## config.mk

```make
export PLATFORM = sky130hd
export DESIGN_NAME = crsf_frame_receiver
export DESIGN_NICKNAME = d
export VERILOG_FILES = /design/src/sv/crsf_pkg.sv /design/src/sv/crsf_frame_receiver.sv /design/src/sv/crsf_ctrl.sv /design/src/sv/crsf_dp.sv
export SDC_FILE = /design/constraint.sdc
export NUM_CORES = 1
export LEC_CHECK = 0
export BUFFER_PORTS_ARGS = -buffer_cell sky130_fd_sc_hd__buf_2
export CAP_MARGIN = 25
export CORE_MARGIN = 3
export CORE_UTILIZATION = 31
export DETAILED_ROUTE_END_ITERATION = 7
export GPL_TIMING_DRIVEN = 0
export PLACE_DENSITY_LB_ADDON = 0.08
export SYNTH_ARGS = -nofsm -noshare
export SYNTH_HDL_FRONTEND = slang
export SYNTH_SLANG_ARGS = --single-unit
```

## constraint.sdc

```tcl
create_clock -name i_clk -period 8.24 [get_ports i_clk]
set_input_delay 1.648 -clock i_clk [delete_from_list [all_inputs] [get_ports i_clk]]
set_output_delay 1.648 -clock i_clk [all_outputs]
set_load 0.02 [all_outputs]
```

## src/sv/crsf_pkg.sv

```systemverilog
`timescale 1ns / 1ps
// shared types, constants and the crc-8 helper for the crsf frame receiver
// no dependencies; imported by crsf_ctrl, crsf_dp and crsf_frame_receiver
package crsf_pkg;

    localparam int MAX_FRAME = 64;
    localparam int FILL_W    = $clog2(MAX_FRAME + 1);

    localparam logic [7:0] SYNC_BYTE        = 8'hC8;
    localparam logic [7:0] TYPE_LINK_STATS  = 8'h14;
    localparam logic [7:0] TYPE_RC_CHANNELS = 8'h16;
    localparam logic [7:0] CRC_POLY         = 8'hD5;
    localparam logic [7:0] MIN_LEN          = 8'd2;
    localparam logic [7:0] MAX_LEN          = 8'(MAX_FRAME - 2);
    localparam logic [7:0] RC_FRAME_LEN     = 8'd26;
    localparam logic [7:0] LINK_MIN_LEN     = 8'd12;

    // rc payload sits at frame bytes 3 .. 24: sixteen 11-bit channels
    localparam int NUM_CHANNELS  = 16;
    localparam int CHAN_W        = 11;
    localparam int CHAN_IDX_W    = $clog2(NUM_CHANNELS);
    localparam int RC_FIRST_BYTE = 3;
    localparam int RC_LAST_BYTE  = 24;
    localparam int RC_BITS       = NUM_CHANNELS * CHAN_W;
    localparam int LINK_FIRST    = 3;

    typedef enum logic [1:0] {
        KIND_BAD_CRC = 2'd0,
        KIND_CHANNEL = 2'd1,
        KIND_LINK    = 2'd2,
        KIND_OTHER   = 2'd3
    } t_kind;

    typedef enum logic {
        ST_RECV,
        ST_SEND
    } t_state;

    typedef struct packed {
        logic take_byte;
        logic next_result;
    } t_cmd;

    typedef struct packed {
        logic frame_done;
        logic last_result;
    } t_stat;

    function automatic logic [7:0] crc8_update(input logic [7:0] crc, input logic [7:0] b);
        logic [7:0] c;
        c = crc ^ b;
        for (int k = 0; k < 8; k++) begin
            if (c[7]) begin
                c = {c[6:0], 1'b0} ^ CRC_POLY;
            end else begin
                c = {c[6:0], 1'b0};
            end
        end
        return c;
    endfunction

endpackage

```

## src/sv/crsf_frame_receiver.sv

```systemverilog
`timescale 1ns / 1ps
// crsf frame receiver top level: controller plus datapath
// depends on crsf_pkg, crsf_ctrl, crsf_dp
//
// input channel: one serial byte with its millisecond timestamp per item,
// handshaked on i_valid / o_ready. output channel: result items on
// o_valid / i_ready, each carrying kind, channel or link stats fields and
// the good, failed and last-good-time counters as they stand after the frame.
// a byte is taken when i_valid and o_ready are high. bytes that do not end
// a frame give no result and the next byte can be taken on the following
// cycle. the closing byte of a frame is checked against the running crc-8
// in its accept cycle; results then follow in the next cycle: one item, or
// sixteen channel items for an rc channel frame, one per cycle while i_ready
// is high. o_final_res marks the last one. no byte is taken until that last
// result has been handed over, so a stalled receiver simply holds the
// pending result and o_ready stays low. reset (synchronous, active low)
// clears the counters and returns the block to hunting for the sync byte.
module crsf_frame_receiver
    import crsf_pkg::*;
(
    input  logic              i_clk,
    input  logic              i_rst_n,
    input  logic              i_valid,
    output logic              o_ready,
    input  logic [7:0]        i_rx_byte,
    input  logic [31:0]       i_time_ms,
    output logic              o_valid,
    input  logic              i_ready,
    output logic [1:0]        o_kind,
    output logic [3:0]        o_channel_index,
    output logic [10:0]       o_channel_value,
    output logic [7:0]        o_rssi_one,
    output logic [7:0]        o_rssi_two,
    output logic [7:0]        o_link_quality,
    output logic signed [7:0] o_signal_noise,
    output logic [31:0]       o_good_frames,
    output logic [31:0]       o_crc_failures,
    output logic [31:0]       o_last_good_time,
    output logic              o_final_res
);

    t_cmd  cmd;
    t_stat stat;

    crsf_ctrl u_ctrl (
        .i_clk   (i_clk),
        .i_rst_n (i_rst_n),
        .i_valid (i_valid),
        .o_ready (o_ready),
        .o_valid (o_valid),
        .i_ready (i_ready),
        .i_stat  (stat),
        .o_cmd   (cmd)
    );

    crsf_dp u_dp (
        .i_clk            (i_clk),
        .i_rst_n          (i_rst_n),
        .i_cmd            (cmd),
        .o_stat           (stat),
        .i_rx_byte        (i_rx_byte),
        .i_time_ms        (i_time_ms),
        .o_kind           (o_kind),
        .o_channel_index  (o_channel_index),
        .o_channel_value  (o_channel_value),
        .o_rssi_one       (o_rssi_one),
        .o_rssi_two       (o_rssi_two),
        .o_link_quality   (o_link_quality),
        .o_signal_noise   (o_signal_noise),
        .o_good_frames    (o_good_frames),
        .o_crc_failures   (o_crc_failures),
        .o_last_good_time (o_last_good_time),
        .o_final_res      (o_final_res)
    );

endmodule

```

## src/sv/crsf_ctrl.sv

```systemverilog
`timescale 1ns / 1ps
// controller: alternates between taking bytes and handing out frame results
// depends on crsf_pkg
module crsf_ctrl
    import crsf_pkg::*;
(
    input  logic  i_clk,
    input  logic  i_rst_n,
    input  logic  i_valid,
    output logic  o_ready,
    output logic  o_valid,
    input  logic  i_ready,
    input  t_stat i_stat,
    output t_cmd  o_cmd
);

    t_state r_state;
    t_state n_state;

    always_ff @(posedge i_clk) begin
        if (!i_rst_n) begin
            r_state <= ST_RECV;
        end else begin
            r_state <= n_state;
        end
    end

    always_comb begin
        n_state           = r_state;
        o_ready           = 1'b0;
        o_valid           = 1'b0;
        o_cmd.take_byte   = 1'b0;
        o_cmd.next_result = 1'b0;
        unique case (r_state)
            ST_RECV: begin
                o_ready         = 1'b1;
                o_cmd.take_byte = i_valid;
                if (i_valid && i_stat.frame_done) begin
                    n_state = ST_SEND;
                end
            end
            ST_SEND: begin
                o_valid           = 1'b1;
                o_cmd.next_result = i_ready;
                if (i_ready && i_stat.last_result) begin
                    n_state = ST_RECV;
                end
            end
            default: n_state = ST_RECV;
        endcase
    end

endmodule

```

## src/sv/crsf_dp.sv

```systemverilog
`timescale 1ns / 1ps
// datapath: frame fill count, running crc, captured fields, counters, result fields
// depends on crsf_pkg
module crsf_dp
    import crsf_pkg::*;
(
    input  logic                  i_clk,
    input  logic                  i_rst_n,
    input  t_cmd                  i_cmd,
    output t_stat                 o_stat,
    input  logic [7:0]            i_rx_byte,
    input  logic [31:0]           i_time_ms,
    output logic [1:0]            o_kind,
    output logic [3:0]            o_channel_index,
    output logic [10:0]           o_channel_value,
    output logic [7:0]            o_rssi_one,
    output logic [7:0]            o_rssi_two,
    output logic [7:0]            o_link_quality,
    output logic signed [7:0]     o_signal_noise,
    output logic [31:0]           o_good_frames,
    output logic [31:0]           o_crc_failures,
    output logic [31:0]           o_last_good_time,
    output logic                  o_final_res
);

    logic [FILL_W-1:0]     r_fill;
    logic [7:0]            r_len;
    logic [7:0]            r_type;
    logic [7:0]            r_crc;
    logic [7:0]            r_link [4];
    logic [RC_BITS-1:0]    r_payload;
    logic [31:0]           r_good;
    logic [31:0]           r_bad;
    logic [31:0]           r_last_time;
    t_kind                 r_kind;
    logic [CHAN_IDX_W-1:0] r_idx;

    logic [7:0] total;
    logic [7:0] fill_next;
    logic       frame_end;
    logic       crc_ok;
    t_kind      good_kind;

    assign total     = r_len + 8'd2;
    assign fill_next = 8'(r_fill) + 8'd1;
    // last byte of a frame arrives when the count reaches the total
    assign frame_end = (r_fill >= FILL_W'(2)) && (r_fill != FILL_W'(MAX_FRAME))
                       && (fill_next == total);
    assign crc_ok    = (i_rx_byte == r_crc);

    always_comb begin
        if (r_type == TYPE_RC_CHANNELS && total == RC_FRAME_LEN) begin
            good_kind = KIND_CHANNEL;
        end else if (r_type == TYPE_LINK_STATS && total >= LINK_MIN_LEN) begin
            good_kind = KIND_LINK;
        end else begin
            good_kind = KIND_OTHER;
        end
    end

    assign o_stat.frame_done  = frame_end;
    assign o_stat.last_result = (r_kind != KIND_CHANNEL)
                                || (r_idx == CHAN_IDX_W'(NUM_CHANNELS - 1));

    // control state
    always_ff @(posedge i_clk) begin
        if (!i_rst_n) begin
            r_fill      <= '0;
            r_good      <= '0;
            r_bad       <= '0;
            r_last_time <= '0;
            r_idx       <= '0;
        end else begin
            if (i_cmd.take_byte) begin
                if (r_fill == '0) begin
                    if (i_rx_byte == SYNC_BYTE) begin
                        r_fill <= FILL_W'(1);
                    end
                end else if (r_fill == FILL_W'(MAX_FRAME)) begin
                    r_fill <= '0;
                end else if (r_fill == FILL_W'(1)) begin
                    if (i_rx_byte < MIN_LEN || i_rx_byte > MAX_LEN) begin
                        r_fill <= '0;
                    end else begin
                        r_fill <= FILL_W'(2);
                    end
                end else if (frame_end) begin
                    r_fill <= '0;
                    r_idx  <= '0;
                    if (crc_ok) begin
                        r_good      <= r_good + 32'd1;
                        r_last_time <= i_time_ms;
                    end else begin
                        r_bad <= r_bad + 32'd1;
                    end
                end else begin
                    r_fill <= r_fill + FILL_W'(1);
                end
            end else if (i_cmd.next_result) begin
                r_idx <= r_idx + CHAN_IDX_W'(1);
            end
        end
    end

    // captured frame fields
    always_ff @(posedge i_clk) begin
        if (i_cmd.take_byte && r_fill != '0 && r_fill != FILL_W'(MAX_FRAME)) begin
            if (r_fill == FILL_W'(1)) begin
                r_len <= i_rx_byte;
                r_crc <= '0;
            end else begin
                if (r_fill == FILL_W'(2)) begin
                    r_type <= i_rx_byte;
                end
                for (int k = 0; k < 4; k++) begin
                    if (r_fill == FILL_W'(LINK_FIRST + k)) begin
                        r_link[k] <= i_rx_byte;
                    end
                end
                if (r_fill >= FILL_W'(RC_FIRST_BYTE) && r_fill <= FILL_W'(RC_LAST_BYTE)) begin
                    r_payload <= {i_rx_byte, r_payload[RC_BITS-1:8]};
                end
                if (frame_end) begin
                    r_kind <= crc_ok ? good_kind : KIND_BAD_CRC;
                end else begin
                    r_crc <= crc8_update(r_crc, i_rx_byte);
                end
            end
        end else if (i_cmd.next_result) begin
            // channels leave lowest bits first
            r_payload <= {{CHAN_W{1'b0}}, r_payload[RC_BITS-1:CHAN_W]};
        end
    end

    always_comb begin
        o_kind           = r_kind;
        o_channel_index  = '0;
        o_channel_value  = '0;
        o_rssi_one       = '0;
        o_rssi_two       = '0;
        o_link_quality   = '0;
        o_signal_noise   = '0;
        o_good_frames    = r_good;
        o_crc_failures   = r_bad;
        o_last_good_time = r_last_time;
        o_final_res      = o_stat.last_result;
        unique case (r_kind)
            KIND_CHANNEL: begin
                o_channel_index = r_idx;
                o_channel_value = r_payload[CHAN_W-1:0];
            end
            KIND_LINK: begin
                o_rssi_one     = r_link[0];
                o_rssi_two     = r_link[1];
                o_link_quality = r_link[2];
                o_signal_noise = signed'(r_link[3]);
            end
            KIND_BAD_CRC, KIND_OTHER: begin
            end
            default: begin
            end
        endcase
    end

endmodule

```

==> results.toml <==
[setup_path]
required_ps = 8670
critical_path.startpoint_type = "input pin"
slowest_delay_ps = 360
critical_path.max_fanout = 10
crit_path_end_kind = "flip-flop"
path_cells = "buf_2 -> xnor2_1 -> ha_1 -> nand4_1 -> or3_1 -> clkbuf_1 -> nor2_1 -> o2111ai_1 -> clkbuf_1 -> clkbuf_1 -> o31ai_1 -> a21oi_1"
cp_common_cell = "sky130_fd_sc_hd__clkbuf_1"
reg2reg_slack_ps = 4300
critical-path-slowest-cell = "sky130_fd_sc_hd__nor2_1"
criticalPathCategory = "input pin to flip-flop"
data_arrival_time_of_the_critical_path_ps = 4760
path_delay_family = "buffers and inverters"
ff2ff_path_depth = 10
rr_endpoint = "u_dp.o_crc_failures[26]"
crit_buf_inv = 4
worst_r2r_startpoint = "u_dp.r_fill[5]"

[sta]
timing.hold.ws_ps = 446.9
final.period_utilization_pct = 52.45
maxClockFrequency_mhz = 231.4
rsz0062_at_grt = "false"
setup_viol = 0
final-hold-violation-count = 0
fin_setup_tns_ps = 0
report.final.slew_viol_count = 0
tightest_slew_ps = 1031
skew_ps = 36.47
worst_slew_margin_rel_pct = 31.21
timing.final.crit_period_ps = 4322
final_critical_path_setup_slack_ps = 3918

[clock_tree]
cts_sinks = 342
cts_tree = "built"
clockRootBuffer = "sky130_fd_sc_hd__clkbuf_16"
cts-buffers-inserted = 42
post_cts.repair.setup_buffers = 0
clk_transition_reported_paths_ps = 60
cts_hold_buffers = 0
h-tree-depth = 2
postCtsResizedCells = 0
clk_buf_depth = 3
clk-insertion-delay-late_ps = 580

[floorplan]
die_area_sq_mm = 0.05140
die_width_um = 226.7
placementRows = 80
initial_utilization_pct = 31.50
core_area_sq_mm = 0.04795
pin_count = 192
die_height_um = 226.7

[synthesis]
syn-instance-count = 1568
synth-compound-area-share_pct = 7.307
synth.mux.area_fraction_pct = 0.1326
synth.largest_area_cell = "sky130_fd_sc_hd__edfxtp_1"
synth_top_family_by_area = "simple AND/OR/NAND/NOR gates"
synth.distinct_cells = 48
synth_top_flop_cell = "sky130_fd_sc_hd__edfxtp_1"
syn_area_sq_mm = 0.01510
synth_async_sr_flop_share_pct = 0
post_synth_most_frequent_cells = "sky130_fd_sc_hd__nand2_1 (617), sky130_fd_sc_hd__edfxtp_1 (234), sky130_fd_sc_hd__dfxtp_1 (108)"
syn_avg_cell_area_sq_um = 9.631
synth_xor_area_share_pct = 2.858
synth.ff_latch_count = 342
yosysSeqAreaShare_pct = 60.85
synth_simple_gate_area_share_pct = 25.42
synth_top_area_share_pct = 46.53
synth-warning-count = 0
synth_nets = 1621
synth.top_cells.by_area = "sky130_fd_sc_hd__edfxtp_1 (47%), sky130_fd_sc_hd__nand2_1 (15%), sky130_fd_sc_hd__dfxtp_1 (14%), sky130_fd_sc_hd__a21oi_1 (2.9%), sky130_fd_sc_hd__and2_1 (2.2%)"
synth_most_common_cell = "sky130_fd_sc_hd__nand2_1"
adder_cell_share_of_the_synthesized_area_pct = 0.7457
synth-edff-count = 234

[route]
drt_wl_total_um = 40120
routedWlPerCell_um = 16.36
first_iter_violations = 573
top_layer_used = "met5"
wl_met2_um = 19260
route.antenna.remaining_nets = 0
vias = 11680
route.met3.wl_um = 1600
wl_met1_um = 18230
dr.pass1.iters = 5
viasPerCell = 4.762
drt_drc_violations_left = 0

[grt]
globalRouteOverflowTotal = 0
grt_first_pass_wirelength_um = 63540
grt_usage_pct = 15.52
initial_antenna_violation_count = 3
grt_start_max_net_pins = 66
first_global_vias = 11620

[finish]
num-fill-cells = 4868
design.final.nets = 1861
drive_above_1_share_pct = 13.94
area.sequential_sq_mm = 0.009189
layout.core_utilization_pct = 38.02
area_growth_syn_to_layout_pct = 20.70
stdcell_area_sq_mm = 0.01823
multiInputGateArea_sq_mm = 0.005514

[place]
dp.final_hpwl_um = 27840
numPortBuffers = 191
final_replace_weighted_congestion = 0.8036
dp_slack_ps = 3334
placement.cell_area_sq_mm = 0.01692

[worst_hold_path]
min_from = "u_dp.o_last_good_time[3]"
hold_class = "flip-flop to flip-flop"
min_to = "u_dp.o_last_good_time[3]"
timing.hold.worst_path_depth = 2

[job]
maxCapViolCount = 0

[pwr]
p_leak_uw = 0.007136
power_density_mw_per_mm2 = 203.6
ir_worst_vdd_mv = 0.1518

[status]
run_status = "complete, no violations"
## worst reg2reg max path, stage by stage, from the launching register on
cell                        delay (ps)
sky130_fd_sc_hd__dfxtp_1           290
sky130_fd_sc_hd__clkbuf_1          220
sky130_fd_sc_hd__or4_1             450
sky130_fd_sc_hd__clkbuf_1          190
sky130_fd_sc_hd__o311ai_1          270
sky130_fd_sc_hd__nand4_1           190
sky130_fd_sc_hd__nor4_4            620
sky130_fd_sc_hd__o2111ai_1         640
sky130_fd_sc_hd__clkbuf_1          440
sky130_fd_sc_hd__or3_1             390
sky130_fd_sc_hd__a21oi_1           140
## area by class of cell
cell class	count	area share, %
Sequential cell	342	50.41
Antenna cell	2	0.02746
Inverter	25	0.5148
Tap cell	615	4.221
Clock buffer	57	6.473
Timing Repair Buffer	196	5.738
Multi-Input combinational cell	1118	30.25
Clock inverter	15	0.6521
Buffer	83	1.716
## state kept, by name (all words and copies together) (netlist names)
signal / flops
u_dp.o_last_good_time: 32
u_dp.r_fill: 7
u_dp.r_crc: 8
u_ctrl.r_state: 1
u_dp.r_len: 8
u_dp.r_link: 32
u_dp.o_good_frames: 32
u_dp.o_crc_failures: 32
u_dp.r_payload: 176
u_dp.r_type: 8
u_dp.r_idx: 4
u_dp.o_kind: 2
## routing by layer
layer  track usage, %  up-vias
li1                 -     5869
met2            25.55      191
met3            3.547       63
met5                0        -
met1            20.36     5557
met4            4.828        2
## cell families (layout without fill, tap and decap cells)
group | after synthesis | in the layout
adder cells (fa/ha/maj) | 9 | 9
other | 0 | 2
AND/OR/NAND/NOR | 875 | 875
flip-flops | 342 | 342
multiplexers | 2 | 2
buffers and inverters | 108 | 376
AO/OA/AOI/OAI | 186 | 186
XOR/XNOR | 46 | 46
## placed cells by master (no fill, tap or decap), types with 25 or more instances in the layout
cell	synthesis	layout
sky130_fd_sc_hd__and2_1	52	52
sky130_fd_sc_hd__clkbuf_1	74	84
sky130_fd_sc_hd__o21ai_0	39	39
sky130_fd_sc_hd__xnor2_1	25	25
sky130_fd_sc_hd__edfxtp_1	234	234
sky130_fd_sc_hd__inv_1	25	25
sky130_fd_sc_hd__nand2_1	617	616
sky130_fd_sc_hd__nand3_1	31	31
sky130_fd_sc_hd__clkbuf_16	0	44
sky130_fd_sc_hd__nor2_1	42	42
sky130_fd_sc_hd__a21oi_1	89	89
sky130_fd_sc_hd__or3_1	35	35
sky130_fd_sc_hd__dfxtp_1	108	108
sky130_fd_sc_hd__buf_2	1	192
## worst max-delay path by stage
| stage | start | to | depth (start not counted) |
|---|---|---|---|
| 6_report | i_rx_byte[7] | u_dp.o_good_frames[28] | 12 |
| 3_5_place_dp | i_rx_byte[7] | u_dp.o_good_frames[15] | 11 |
| 4_1_cts | i_rx_byte[7] | u_dp.o_good_frames[15] | 11 |
| 5_1_grt | i_rx_byte[7] | u_dp.o_good_frames[15] | 11 |
| 3_3_place_gp | i_valid | u_dp.r_payload[1] | 6 |
| 2_1_floorplan | i_valid | u_dp.r_payload[0] | 5 |
## power by group
part,total [uW],leakage (uW),internal (uW),switching [uW]
registers,1830,0.00297,1830,1.29
clock network,1750,0.000634,1030,723
logic,124,0.00353,42.8,80.9
total,3710,0.00714,2910,805
## through the flow
step | std cells | power [uW]
floorplan | 1568 | 1950
global placement | 2374 | 1995
detailed placement | 2378 | 1995
CTS | 2450 | 3780
global route | 2452 | 3858
finish | 2453 | 3711
Note: power is estimated with default switching activity, not from simulation.
